File: src/hdl/gradient_stop_color_lookup_assert.svh
// Assertion macros for the gradient stop lookup block.
// Used by the top level; expects signals clk and rst in the scope of use.
`ifndef GRADIENT_STOP_COLOR_LOOKUP_ASSERT_SVH
`define GRADIENT_STOP_COLOR_LOOKUP_ASSERT_SVH
`ifndef NO_ASSERTIONS
`define GSCL_ASSERT_ALWAYS(label, expr) label: assert property (@(posedge clk) \
  disable iff (rst) (expr)) else $error("gscl invariant violated");
`define GSCL_ASSERT_IMPLY(label, ante, cons) label: assert property (@(posedge clk) \
  disable iff (rst) (ante) |-> (cons)) else $error("gscl implication violated");
`else
`define GSCL_ASSERT_ALWAYS(label, expr)
`define GSCL_ASSERT_IMPLY(label, ante, cons)
`endif
`endif

File: src/hdl/gscl_pkg.sv
// Shared constants for the gradient stop lookup block.
// No dependencies; imported by gscl_div and the top level.
package gscl_pkg;
  localparam int MAX_STOPS_DEF    = 16;
  localparam int CHANNEL_BITS_DEF = 16;
  localparam int OFF_W            = 17;
  localparam int FRAC_W           = 16;
  localparam logic [OFF_W-1:0] OFF_ONE = 17'd65536;

  localparam logic [2:0] CMD_LOOKUP        = 3'd0;
  localparam logic [2:0] CMD_APPEND        = 3'd1;
  localparam logic [2:0] CMD_APPEND_INTERP = 3'd2;
  localparam logic [2:0] CMD_REMOVE        = 3'd3;
  localparam logic [2:0] CMD_RESTORE       = 3'd4;

  localparam logic [1:0] ST_OK    = 2'd0;
  localparam logic [1:0] ST_FULL  = 2'd1;
  localparam logic [1:0] ST_INDEX = 2'd2;
  localparam logic [1:0] ST_EMPTY = 2'd3;
endpackage

File: src/hdl/gscl_stop_ram.sv
// Stop table storage: one write port, one read port with registered data.
// Depends on nothing but its parameters.
module gscl_stop_ram #(
  parameter int DEPTH = 16,
  parameter int WIDTH = 81
) (
  input  logic                     clk,
  input  logic                     we,
  input  logic [$clog2(DEPTH)-1:0] waddr,
  input  logic [WIDTH-1:0]         wdata,
  input  logic [$clog2(DEPTH)-1:0] raddr,
  output logic [WIDTH-1:0]         rdata
);
  logic [WIDTH-1:0] mem [DEPTH];

  always_ff @(posedge clk) begin
    if (we) begin
      mem[waddr] <= wdata;
    end
    rdata <= mem[raddr];
  end
endmodule

File: src/hdl/gscl_div.sv
// Restoring divider for the blend factor, one quotient bit per cycle.
// Depends on gscl_pkg; requires dividend below divisor.
module gscl_div (
  input  logic                         clk,
  input  logic                         rst,
  input  logic                         start,
  input  logic [gscl_pkg::OFF_W-1:0]   dividend,
  input  logic [gscl_pkg::OFF_W-1:0]   divisor,
  output logic [gscl_pkg::FRAC_W-1:0]  quot,
  output logic                         done
);
  import gscl_pkg::*;

  localparam int CNT_W = $clog2(FRAC_W);

  logic [OFF_W-1:0] rem;
  logic [OFF_W-1:0] dvs;
  logic [CNT_W-1:0] cnt;
  logic             busy;
  logic [OFF_W:0]   trial;
  logic             fits;

  assign trial = {rem, 1'b0};
  assign fits  = trial >= {1'b0, dvs};

  always_ff @(posedge clk) begin
    if (rst) begin
      busy <= 1'b0;
      done <= 1'b0;
    end else begin
      done <= 1'b0;
      if (start) begin
        rem  <= dividend;
        dvs  <= divisor;
        quot <= '0;
        cnt  <= '0;
        busy <= 1'b1;
      end else if (busy) begin
        // The remainder stays below the divisor, so it fits back in OFF_W bits.
        rem  <= fits ? OFF_W'(trial - {1'b0, dvs}) : trial[OFF_W-1:0];
        quot <= {quot[FRAC_W-2:0], fits};
        cnt  <= cnt + CNT_W'(1);
        if (cnt == CNT_W'(FRAC_W - 1)) begin
          busy <= 1'b0;
          done <= 1'b1;
        end
      end
    end
  end
endmodule

File: src/hdl/gradient_stop_color_lookup.sv
// Top level of the gradient stop lookup block: sequencer, scan and blend.
// Depends on gscl_pkg, gscl_stop_ram, gscl_div and the assertion header.
//
// One word is taken at a time; in_stall is high until its result has been
// placed in the output register, which can hold one finished result while
// the next word is worked on. A lookup reads the stop table one entry per
// cycle through the single read port; then, if the query falls between two
// stops with no exact match, a blend runs the serial divider and then the
// one multiplier shared by all four channels. A remove moves each later
// stop down one place. After reset the block writes the default stops
// before it takes a word.
module gradient_stop_color_lookup #(
  parameter int MAX_STOPS    = gscl_pkg::MAX_STOPS_DEF,
  parameter int CHANNEL_BITS = gscl_pkg::CHANNEL_BITS_DEF
) (
  input  logic        clk,
  input  logic        rst,
  input  logic        in_valid,
  output logic        in_stall,
  input  logic [2:0]  cmd,
  input  logic [16:0] query_offset,
  input  logic [15:0] color_red,
  input  logic [15:0] color_green,
  input  logic [15:0] color_blue,
  input  logic [15:0] color_alpha,
  input  logic [3:0]  stop_index,
  output logic        out_valid,
  input  logic        out_stall,
  output logic [15:0] out_red,
  output logic [15:0] out_green,
  output logic [15:0] out_blue,
  output logic [15:0] out_alpha,
  output logic        any_transparent,
  output logic [4:0]  stops_held,
  output logic [1:0]  status
);
  import gscl_pkg::*;

  localparam int CB   = CHANNEL_BITS;
  localparam int IW   = $clog2(MAX_STOPS);
  localparam int TW   = $clog2(MAX_STOPS + 1);
  localparam int CMPW = (TW > 4) ? TW : 4;
  localparam int WW   = OFF_W + 4 * CB;
  localparam int PW   = CB + FRAC_W + 2;
  localparam logic [CB-1:0] CH_FULL = {CB{1'b1}};

  typedef logic [3:0][CB-1:0] color_t;

  typedef enum logic [14:0] {
    S_IDLE  = 15'b000000000000001,
    S_INIT0 = 15'b000000000000010,
    S_INIT1 = 15'b000000000000100,
    S_SCAN  = 15'b000000000001000,
    S_PICK  = 15'b000000000010000,
    S_DIV   = 15'b000000000100000,
    S_MUL   = 15'b000000001000000,
    S_ADD   = 15'b000000010000000,
    S_APP   = 15'b000000100000000,
    S_RM0   = 15'b000001000000000,
    S_RM1   = 15'b000010000000000,
    S_RMNX  = 15'b000100000000000,
    S_RMRD  = 15'b001000000000000,
    S_RMWR  = 15'b010000000000000,
    S_EMIT  = 15'b100000000000000
  } state_t;

  state_t           state;
  logic             boot;
  logic [2:0]       cmd_r;
  logic [OFF_W-1:0] q_r;
  color_t           col;
  logic [1:0]       status_r;
  logic [TW-1:0]    total;
  logic [TW-1:0]    tcnt;
  logic [TW-1:0]    iss;
  logic             rd_v;
  logic             rd_first;
  logic [IW-1:0]    cur;
  logic [TW-1:0]    cur1;
  logic [1:0]       ch;

  logic [OFF_W-1:0] min_off, max_off, lo_off, hi_off;
  color_t           min_col, max_col, lo_col, hi_col;
  logic             lo_v, hi_v;
  logic [FRAC_W-1:0] fac;
  logic signed [PW-1:0] prod;

  logic             we;
  logic [IW-1:0]    waddr, raddr;
  logic [WW-1:0]    wdata, rdata;
  logic [OFF_W-1:0] r_off;
  color_t           r_col;

  logic              div_start, div_done;
  logic [FRAC_W-1:0] div_quot;
  state_t            end_state;

  logic signed [CB:0]   diff;
  logic signed [PW-1:0] base, sum;

  gscl_stop_ram #(.DEPTH(MAX_STOPS), .WIDTH(WW)) u_ram (
    .clk(clk), .we(we), .waddr(waddr), .wdata(wdata), .raddr(raddr), .rdata(rdata)
  );

  gscl_div u_div (
    .clk(clk), .rst(rst), .start(div_start),
    .dividend(q_r - lo_off), .divisor(hi_off - lo_off),
    .quot(div_quot), .done(div_done)
  );

  assign r_off     = rdata[WW-1:4*CB];
  assign r_col     = rdata[4*CB-1:0];
  assign cur1      = TW'(cur) + TW'(1);
  assign in_stall  = (state != S_IDLE);
  assign div_start = (state == S_PICK) && lo_v && hi_v;
  assign end_state = (cmd_r == CMD_APPEND_INTERP) ? S_APP : S_EMIT;

  // Blend as lo + (hi - lo) * f, so one signed multiplier serves each channel.
  assign diff = $signed({1'b0, hi_col[ch]}) - $signed({1'b0, lo_col[ch]});
  assign base = $signed({2'b00, lo_col[ch], {FRAC_W{1'b0}}});
  assign sum  = base + prod + $signed(PW'(32768));

  always_comb begin
    raddr = iss[IW-1:0];
    we    = 1'b0;
    waddr = cur;
    wdata = rdata;
    case (state)
      S_RM0:   raddr = cur;
      S_RMRD:  raddr = cur1[IW-1:0];
      S_INIT0: begin
        we    = 1'b1;
        waddr = '0;
        wdata = {{OFF_W{1'b0}}, {4{CH_FULL}}};
      end
      S_INIT1: begin
        we    = 1'b1;
        waddr = IW'(1);
        wdata = {OFF_ONE, {4{CH_FULL}}};
      end
      S_APP: begin
        we    = 1'b1;
        waddr = total[IW-1:0];
        wdata = {q_r, col};
      end
      S_RMWR:  we = 1'b1;
      default: ;
    endcase
  end

  always_ff @(posedge clk) begin
    if (rst) begin
      state     <= S_INIT0;
      boot      <= 1'b1;
      total     <= TW'(2);
      tcnt      <= '0;
      rd_v      <= 1'b0;
      out_valid <= 1'b0;
    end else begin
      if (out_valid && !out_stall && state != S_EMIT) begin
        out_valid <= 1'b0;
      end
      unique case (state)
        S_IDLE: begin
          if (in_valid) begin
            cmd_r    <= cmd;
            q_r      <= query_offset;
            col      <= '0;
            status_r <= ST_OK;
            iss      <= '0;
            lo_v     <= 1'b0;
            hi_v     <= 1'b0;
            case (cmd)
              CMD_LOOKUP: begin
                if (total == '0) begin
                  status_r <= ST_EMPTY;
                  state    <= S_EMIT;
                end else begin
                  state <= S_SCAN;
                end
              end
              CMD_APPEND: begin
                if (total >= TW'(MAX_STOPS)) begin
                  status_r <= ST_FULL;
                  state    <= S_EMIT;
                end else begin
                  col   <= {CB'(color_alpha), CB'(color_blue), CB'(color_green),
                            CB'(color_red)};
                  state <= S_APP;
                end
              end
              CMD_APPEND_INTERP: begin
                if (total >= TW'(MAX_STOPS)) begin
                  status_r <= ST_FULL;
                  state    <= S_EMIT;
                end else if (total == '0) begin
                  status_r <= ST_EMPTY;
                  state    <= S_EMIT;
                end else begin
                  state <= S_SCAN;
                end
              end
              CMD_REMOVE: begin
                if (CMPW'(stop_index) >= CMPW'(total)) begin
                  status_r <= ST_INDEX;
                  state    <= S_EMIT;
                end else begin
                  cur   <= IW'(stop_index);
                  state <= S_RM0;
                end
              end
              CMD_RESTORE: begin
                boot  <= 1'b0;
                state <= S_INIT0;
              end
              default: state <= S_EMIT;
            endcase
          end
        end
        S_INIT0: state <= S_INIT1;
        S_INIT1: begin
          total <= TW'(2);
          tcnt  <= '0;
          state <= boot ? S_IDLE : S_EMIT;
        end
        S_SCAN: begin
          if (rd_v) begin
            if (rd_first || r_off <= min_off) begin
              min_off <= r_off;
              min_col <= r_col;
            end
            if (rd_first || r_off >= max_off) begin
              max_off <= r_off;
              max_col <= r_col;
            end
            if (r_off < q_r) begin
              if (!lo_v || r_off > lo_off) begin
                lo_v   <= 1'b1;
                lo_off <= r_off;
                lo_col <= r_col;
              end
            end else if (!hi_v || r_off < hi_off) begin
              hi_v   <= 1'b1;
              hi_off <= r_off;
              hi_col <= r_col;
            end
          end
          if (rd_v && r_off == q_r) begin
            // The first exact match in table order wins outright.
            col   <= r_col;
            rd_v  <= 1'b0;
            state <= end_state;
          end else if (iss < total) begin
            iss      <= iss + TW'(1);
            rd_v     <= 1'b1;
            rd_first <= (iss == '0);
          end else begin
            rd_v <= 1'b0;
            if (!rd_v) begin
              state <= S_PICK;
            end
          end
        end
        S_PICK: begin
          if (!hi_v) begin
            col   <= max_col;
            state <= end_state;
          end else if (!lo_v) begin
            col   <= min_col;
            state <= end_state;
          end else begin
            state <= S_DIV;
          end
        end
        S_DIV: begin
          if (div_done) begin
            fac   <= div_quot;
            ch    <= '0;
            state <= S_MUL;
          end
        end
        S_MUL: begin
          prod  <= PW'(diff * $signed({1'b0, fac}));
          state <= S_ADD;
        end
        S_ADD: begin
          col[ch] <= sum[FRAC_W+CB-1:FRAC_W];
          ch      <= ch + 2'd1;
          state   <= (ch == 2'd3) ? end_state : S_MUL;
        end
        S_APP: begin
          total <= total + TW'(1);
          if (col[3] != CH_FULL) begin
            tcnt <= tcnt + TW'(1);
          end
          state <= S_EMIT;
        end
        S_RM0: state <= S_RM1;
        S_RM1: begin
          if (r_col[3] != CH_FULL) begin
            tcnt <= tcnt - TW'(1);
          end
          state <= S_RMNX;
        end
        S_RMNX: begin
          if (cur1 < total) begin
            state <= S_RMRD;
          end else begin
            total <= total - TW'(1);
            state <= S_EMIT;
          end
        end
        S_RMRD: state <= S_RMWR;
        S_RMWR: begin
          cur   <= cur1[IW-1:0];
          state <= S_RMNX;
        end
        S_EMIT: begin
          if (!out_valid || !out_stall) begin
            out_valid       <= 1'b1;
            out_red         <= 16'(col[0]);
            out_green       <= 16'(col[1]);
            out_blue        <= 16'(col[2]);
            out_alpha       <= 16'(col[3]);
            any_transparent <= (tcnt != '0);
            stops_held      <= 5'(total);
            status          <= status_r;
            state           <= S_IDLE;
          end
        end
        default: state <= S_IDLE;
      endcase
    end
  end

`include "gradient_stop_color_lookup_assert.svh"

  `GSCL_ASSERT_ALWAYS(a_total_bound, total <= TW'(MAX_STOPS))
  `GSCL_ASSERT_ALWAYS(a_transparent_bound, tcnt <= total)
  `GSCL_ASSERT_IMPLY(a_full_report, out_valid && status == ST_FULL, stops_held == 5'(MAX_STOPS))

endmodule
File: config.mk
export PLATFORM = sky130hd
export DESIGN_NAME = gradient_stop_color_lookup
export DESIGN_NICKNAME = d
export VERILOG_FILES = /design/src/hdl/gscl_pkg.sv /design/src/hdl/gscl_stop_ram.sv /design/src/hdl/gscl_div.sv /design/src/hdl/gradient_stop_color_lookup.sv
export VERILOG_INCLUDE_DIRS = /design/src /design/src/hdl
export SDC_FILE = /design/constraint.sdc
export NUM_CORES = 2
export LEC_CHECK = 0
export BUFFER_PORTS_ARGS = -buffer_cell sky130_fd_sc_hd__buf_2
export CAP_MARGIN = 20
export CORE_MARGIN = 1
export CORE_UTILIZATION = 57
export CTS_CLUSTER_DIAMETER = 50
export DETAILED_ROUTE_END_ITERATION = 8
export PLACE_DENSITY_LB_ADDON = 0.15
export SKIP_CTS_REPAIR_TIMING = 1
export SYNTH_ARGS = -nofsm -noshare
export SYNTH_HDL_FRONTEND = slang
export SYNTH_SLANG_ARGS = --single-unit
File: constraint.sdc
create_clock -name clk -period 9.1 [get_ports clk]
set_input_delay 0.91 -clock clk [delete_from_list [all_inputs] [get_ports clk]]
set_output_delay 0.91 -clock clk [all_outputs]
set_load 0.03 [all_outputs]
==> results.sh <==
export IMPL_ctsLongestPathBuffers=3
export IMPL_synth_most_common_cell="edfxtp_1"
export IMPL_worst_path_largest_cell_delay_ns=0.55
export IMPL_hold_end="q_r[1]$_DFFE_PP_"
export IMPL_routed_via_density=6.15
export IMPL_synthToLayoutAreaGrowth_pct=11.5
export IMPL_core_area_mm2=0.161
export IMPL_die_height_um=406
export IMPL_worstSetupEndpointType="register"
export IMPL_path_clk_slew_ns=0.06
export IMPL_floorplan_initialDensity_pct=57.7
export IMPL_dp_hpwl_um=150000
export IMPL_grt_pass1_wl_um=361000
export IMPL_dr_first_iter_drc_count=7246
export IMPL_setup_viol=0
export IMPL_ys_types=82
export IMPL_r2r_setup_slack_ns=0.29
export IMPL_tightestPinTransition_ns=1.15
export IMPL_status="finished, final reports clean"
export IMPL_synth_area_mm2=0.0932
export IMPL_drive_gt1_share_pct=11.6
export IMPL_ys_flop_type="edfxtp_1"
export IMPL_r2r_end="prod[31]$_DFFE_PP_"
export IMPL_fp_dieW_um=406
export IMPL_crit_type="register to register"
export IMPL_whs_path_depth=1
export IMPL_ys_ff_latch=1990
export IMPL_cts_buffers=200
export IMPL_fin_crit_sh_pct=96.9
export IMPL_synth_top_cell_area_share_pct=60.6
export IMPL_fin_skew_ns=0.0304
export IMPL_netlist_instances=7073
export IMPL_cts_htree_levels=4
export IMPL_r2r_start="ch[0]$_SDFFCE_PN0P_"
export IMPL_vdd_ir_drop_max_uv=240
export IMPL_multi_input_area_mm2=0.0314
export IMPL_crit_required_ns=9.68
export IMPL_cts_sinks=1990
export IMPL_worst_path_max_fanout=10
export IMPL_ys_seq_area_share_pct=63.0
export IMPL_ys_async_sr_fraction_pct=0
export IMPL_fmax_ghz=0.113
export IMPL_critPathMostFrequentCell="fa_1"
export IMPL_cp_arrival_ns=9.39
export IMPL_grt_max_degree=225
export IMPL_synth_edf_count=1879
export IMPL_fillers=11900
export IMPL_cap_violations=0
export IMPL_wirelength_um=245000
export IMPL_drt_pass1_iter_count=9
export IMPL_remaining_drc_errors=0
export IMPL_hold_viol_final=0
export IMPL_drtAntennaViolNets=0
export IMPL_antenna_found_initial=28
export IMPL_syn_avg_cell_area_um2=13.2
export IMPL_tns_ns=0
export IMPL_die_area_mm2=0.165
export IMPL_clock_latency_ns=0.86
export IMPL_min_period_ns=8.81
export IMPL_io_pins=166
export IMPL_synth_area_leaders="edfxtp_1 (61%), fa_1 (5.7%), nand2_1 (4.1%)"
export IMPL_power_total_w=0.0191
export IMPL_cts_tree="built"
export IMPL_ys_top_cells_by_count="edfxtp_1 (1879), nand2_1 (1010), inv_1 (485)"
export IMPL_leakage_nw=37.4
export IMPL_gp_routability_congestion=0.906
export IMPL_seq_area_mm2=0.0586
export IMPL_drv_slew=0
export IMPL_io_buffer_count=165
export IMPL_grt_ovfl_total=0
export IMPL_hold_class="input pin to register"
export IMPL_cts_root_buf="clkbuf_16"
export IMPL_std_cell_rows=147
export IMPL_critPathLaunchType="register"
export IMPL_grt_pass1_vias=56900
export IMPL_synth_top_area_cell="edfxtp_1"
export IMPL_ys_warn_count=0
export IMPL_r2r_cells=37
export IMPL_num_nets_final=7886
export IMPL_grt_total_usage_pct=29.7
export IMPL_worstHoldStart="query_offset[1]"
export IMPL_cp_slowest_cell="mux4_2"
export IMPL_power_density_mw_per_mm2=184
export IMPL_max_slew_margin_rel_pct=23.3
export IMPL_synth_fp_nets=7703
export IMPL_num_vias=59000
export IMPL_wl_per_cell_um=25.5
[worst max-delay path, delay by kind of cell, from the launching register on]
kind	cells	cell delay, ns
fa+ha+maj	8	3.55
simple gates	9	1.76
compound gates	7	0.98
flops	1	0.43
mux	1	0.55
buf+inv	11	1.18
xor+xnor	1	0.08
[area by class of cell]
cell class,count,area share [%]
Antenna cell,8,0.0193
Clock buffer,270,5.27
Clock inverter,104,1.01
Inverter,486,1.76
Multi-Input combinational cell,4190,30.2
Sequential cell,1990,56.5
Tap cell,2160,2.60
Timing Repair Buffer,388,2.67
[metal layers]
metal	track usage, %	routed length (µm)
met1	42.7	102000
met2	45.2	111000
met3	6.03	24300
met4	9.97	7670
met5	0	66
[where the power goes]
group	internal (W)	switching, W
Sequential	0.0102	0.0000959
Combinational	0.000149	0.000490
Clock	0.00464	0.00350
Total	0.0150	0.00408
[flip-flops by register name, indices dropped and copies added (netlist names), 17 cells and up]
| register | cells |
|---|---|
| q_r | 17 |
| lo_col | 64 |
| min_col | 64 |
| min_off | 17 |
| u_div.dvs | 17 |
| col | 64 |
| hi_off | 17 |
| u_div.rem | 17 |
| max_col | 64 |
| lo_off | 17 |
| u_ram.mem | 1296 |
| prod | 17 |
| u_ram.rdata | 81 |
| max_off | 17 |
| hi_col | 64 |
[layout by cell type, fill, tap and decap left out, types with 18 or more instances in the layout]
cell type,n
edfxtp_1,1879
nand2_1,1006
inv_1,484
a211oi_1,421
and2_1,405
a21oi_1,280
fa_1,265
ha_1,262
clkbuf_16,204
buf_4,199
a31oi_1,173
buf_2,165
a311oi_1,162
nor2_1,129
nand3_1,118
o21ai_0,118
dfxtp_1,111
xnor2_1,69
and2_0,63
mux2i_1,58
mux2_2,57
clkbuf_1,53
a21o_1,48
a222oi_1,48
nand2b_1,47
nor2b_1,36
nor3_1,35
xor2_1,35
mux4_2,32
clkinv_1,32
nand4_1,28
clkinv_2,26
o21a_1,24
nor2_4,18
[worst max-delay path by stage]
stage,start,end
after global routing,ch[0]$_SDFFCE_PN0P_,prod[31]$_DFFE_PP_
after floorplan,ch[0]$_SDFFCE_PN0P_,prod[31]$_DFFE_PP_
after global placement,ch[0]$_SDFFCE_PN0P_,prod[31]$_DFFE_PP_
after CTS,ch[0]$_SDFFCE_PN0P_,prod[31]$_DFFE_PP_
final,ch[0]$_SDFFCE_PN0P_,prod[31]$_DFFE_PP_
after detailed placement,ch[0]$_SDFFCE_PN0P_,prod[31]$_DFFE_PP_
[kinds of logic after synthesis]
family,Yosys count,synth area share [%]
xor gates and xnor gates,107,1.01
DFF,1990,63.0
and+or+nand+nor,1991,10.2
buffers and inverters,893,3.91
muxes,147,2.09
AOI/OAI and AO/OA,1406,10.5
adders and majority gates,539,9.39
[per-stage QoR]
| stage | utilization, % | instance area (µm²) | instances | hold WS, ns | setup slack [ns] |
|---|---|---|---|---|---|
| floorplan | - | 93200 | 7073 | 0.400 | 0.0473 |
| global placement | 60.0 | 96900 | 9197 | 0.406 | -0.150 |
| detailed placement | 60.0 | 96900 | 9198 | 0.411 | -0.210 |
| CTS | 64.0 | 103000 | 9572 | 0.173 | -0.314 |
| global route | 64.3 | 104000 | 9590 | 0.198 | -0.0827 |
| finish | 64.3 | 104000 | 9596 | 0.234 | 0.287 |
Note: power is estimated with default switching activity, not from simulation.
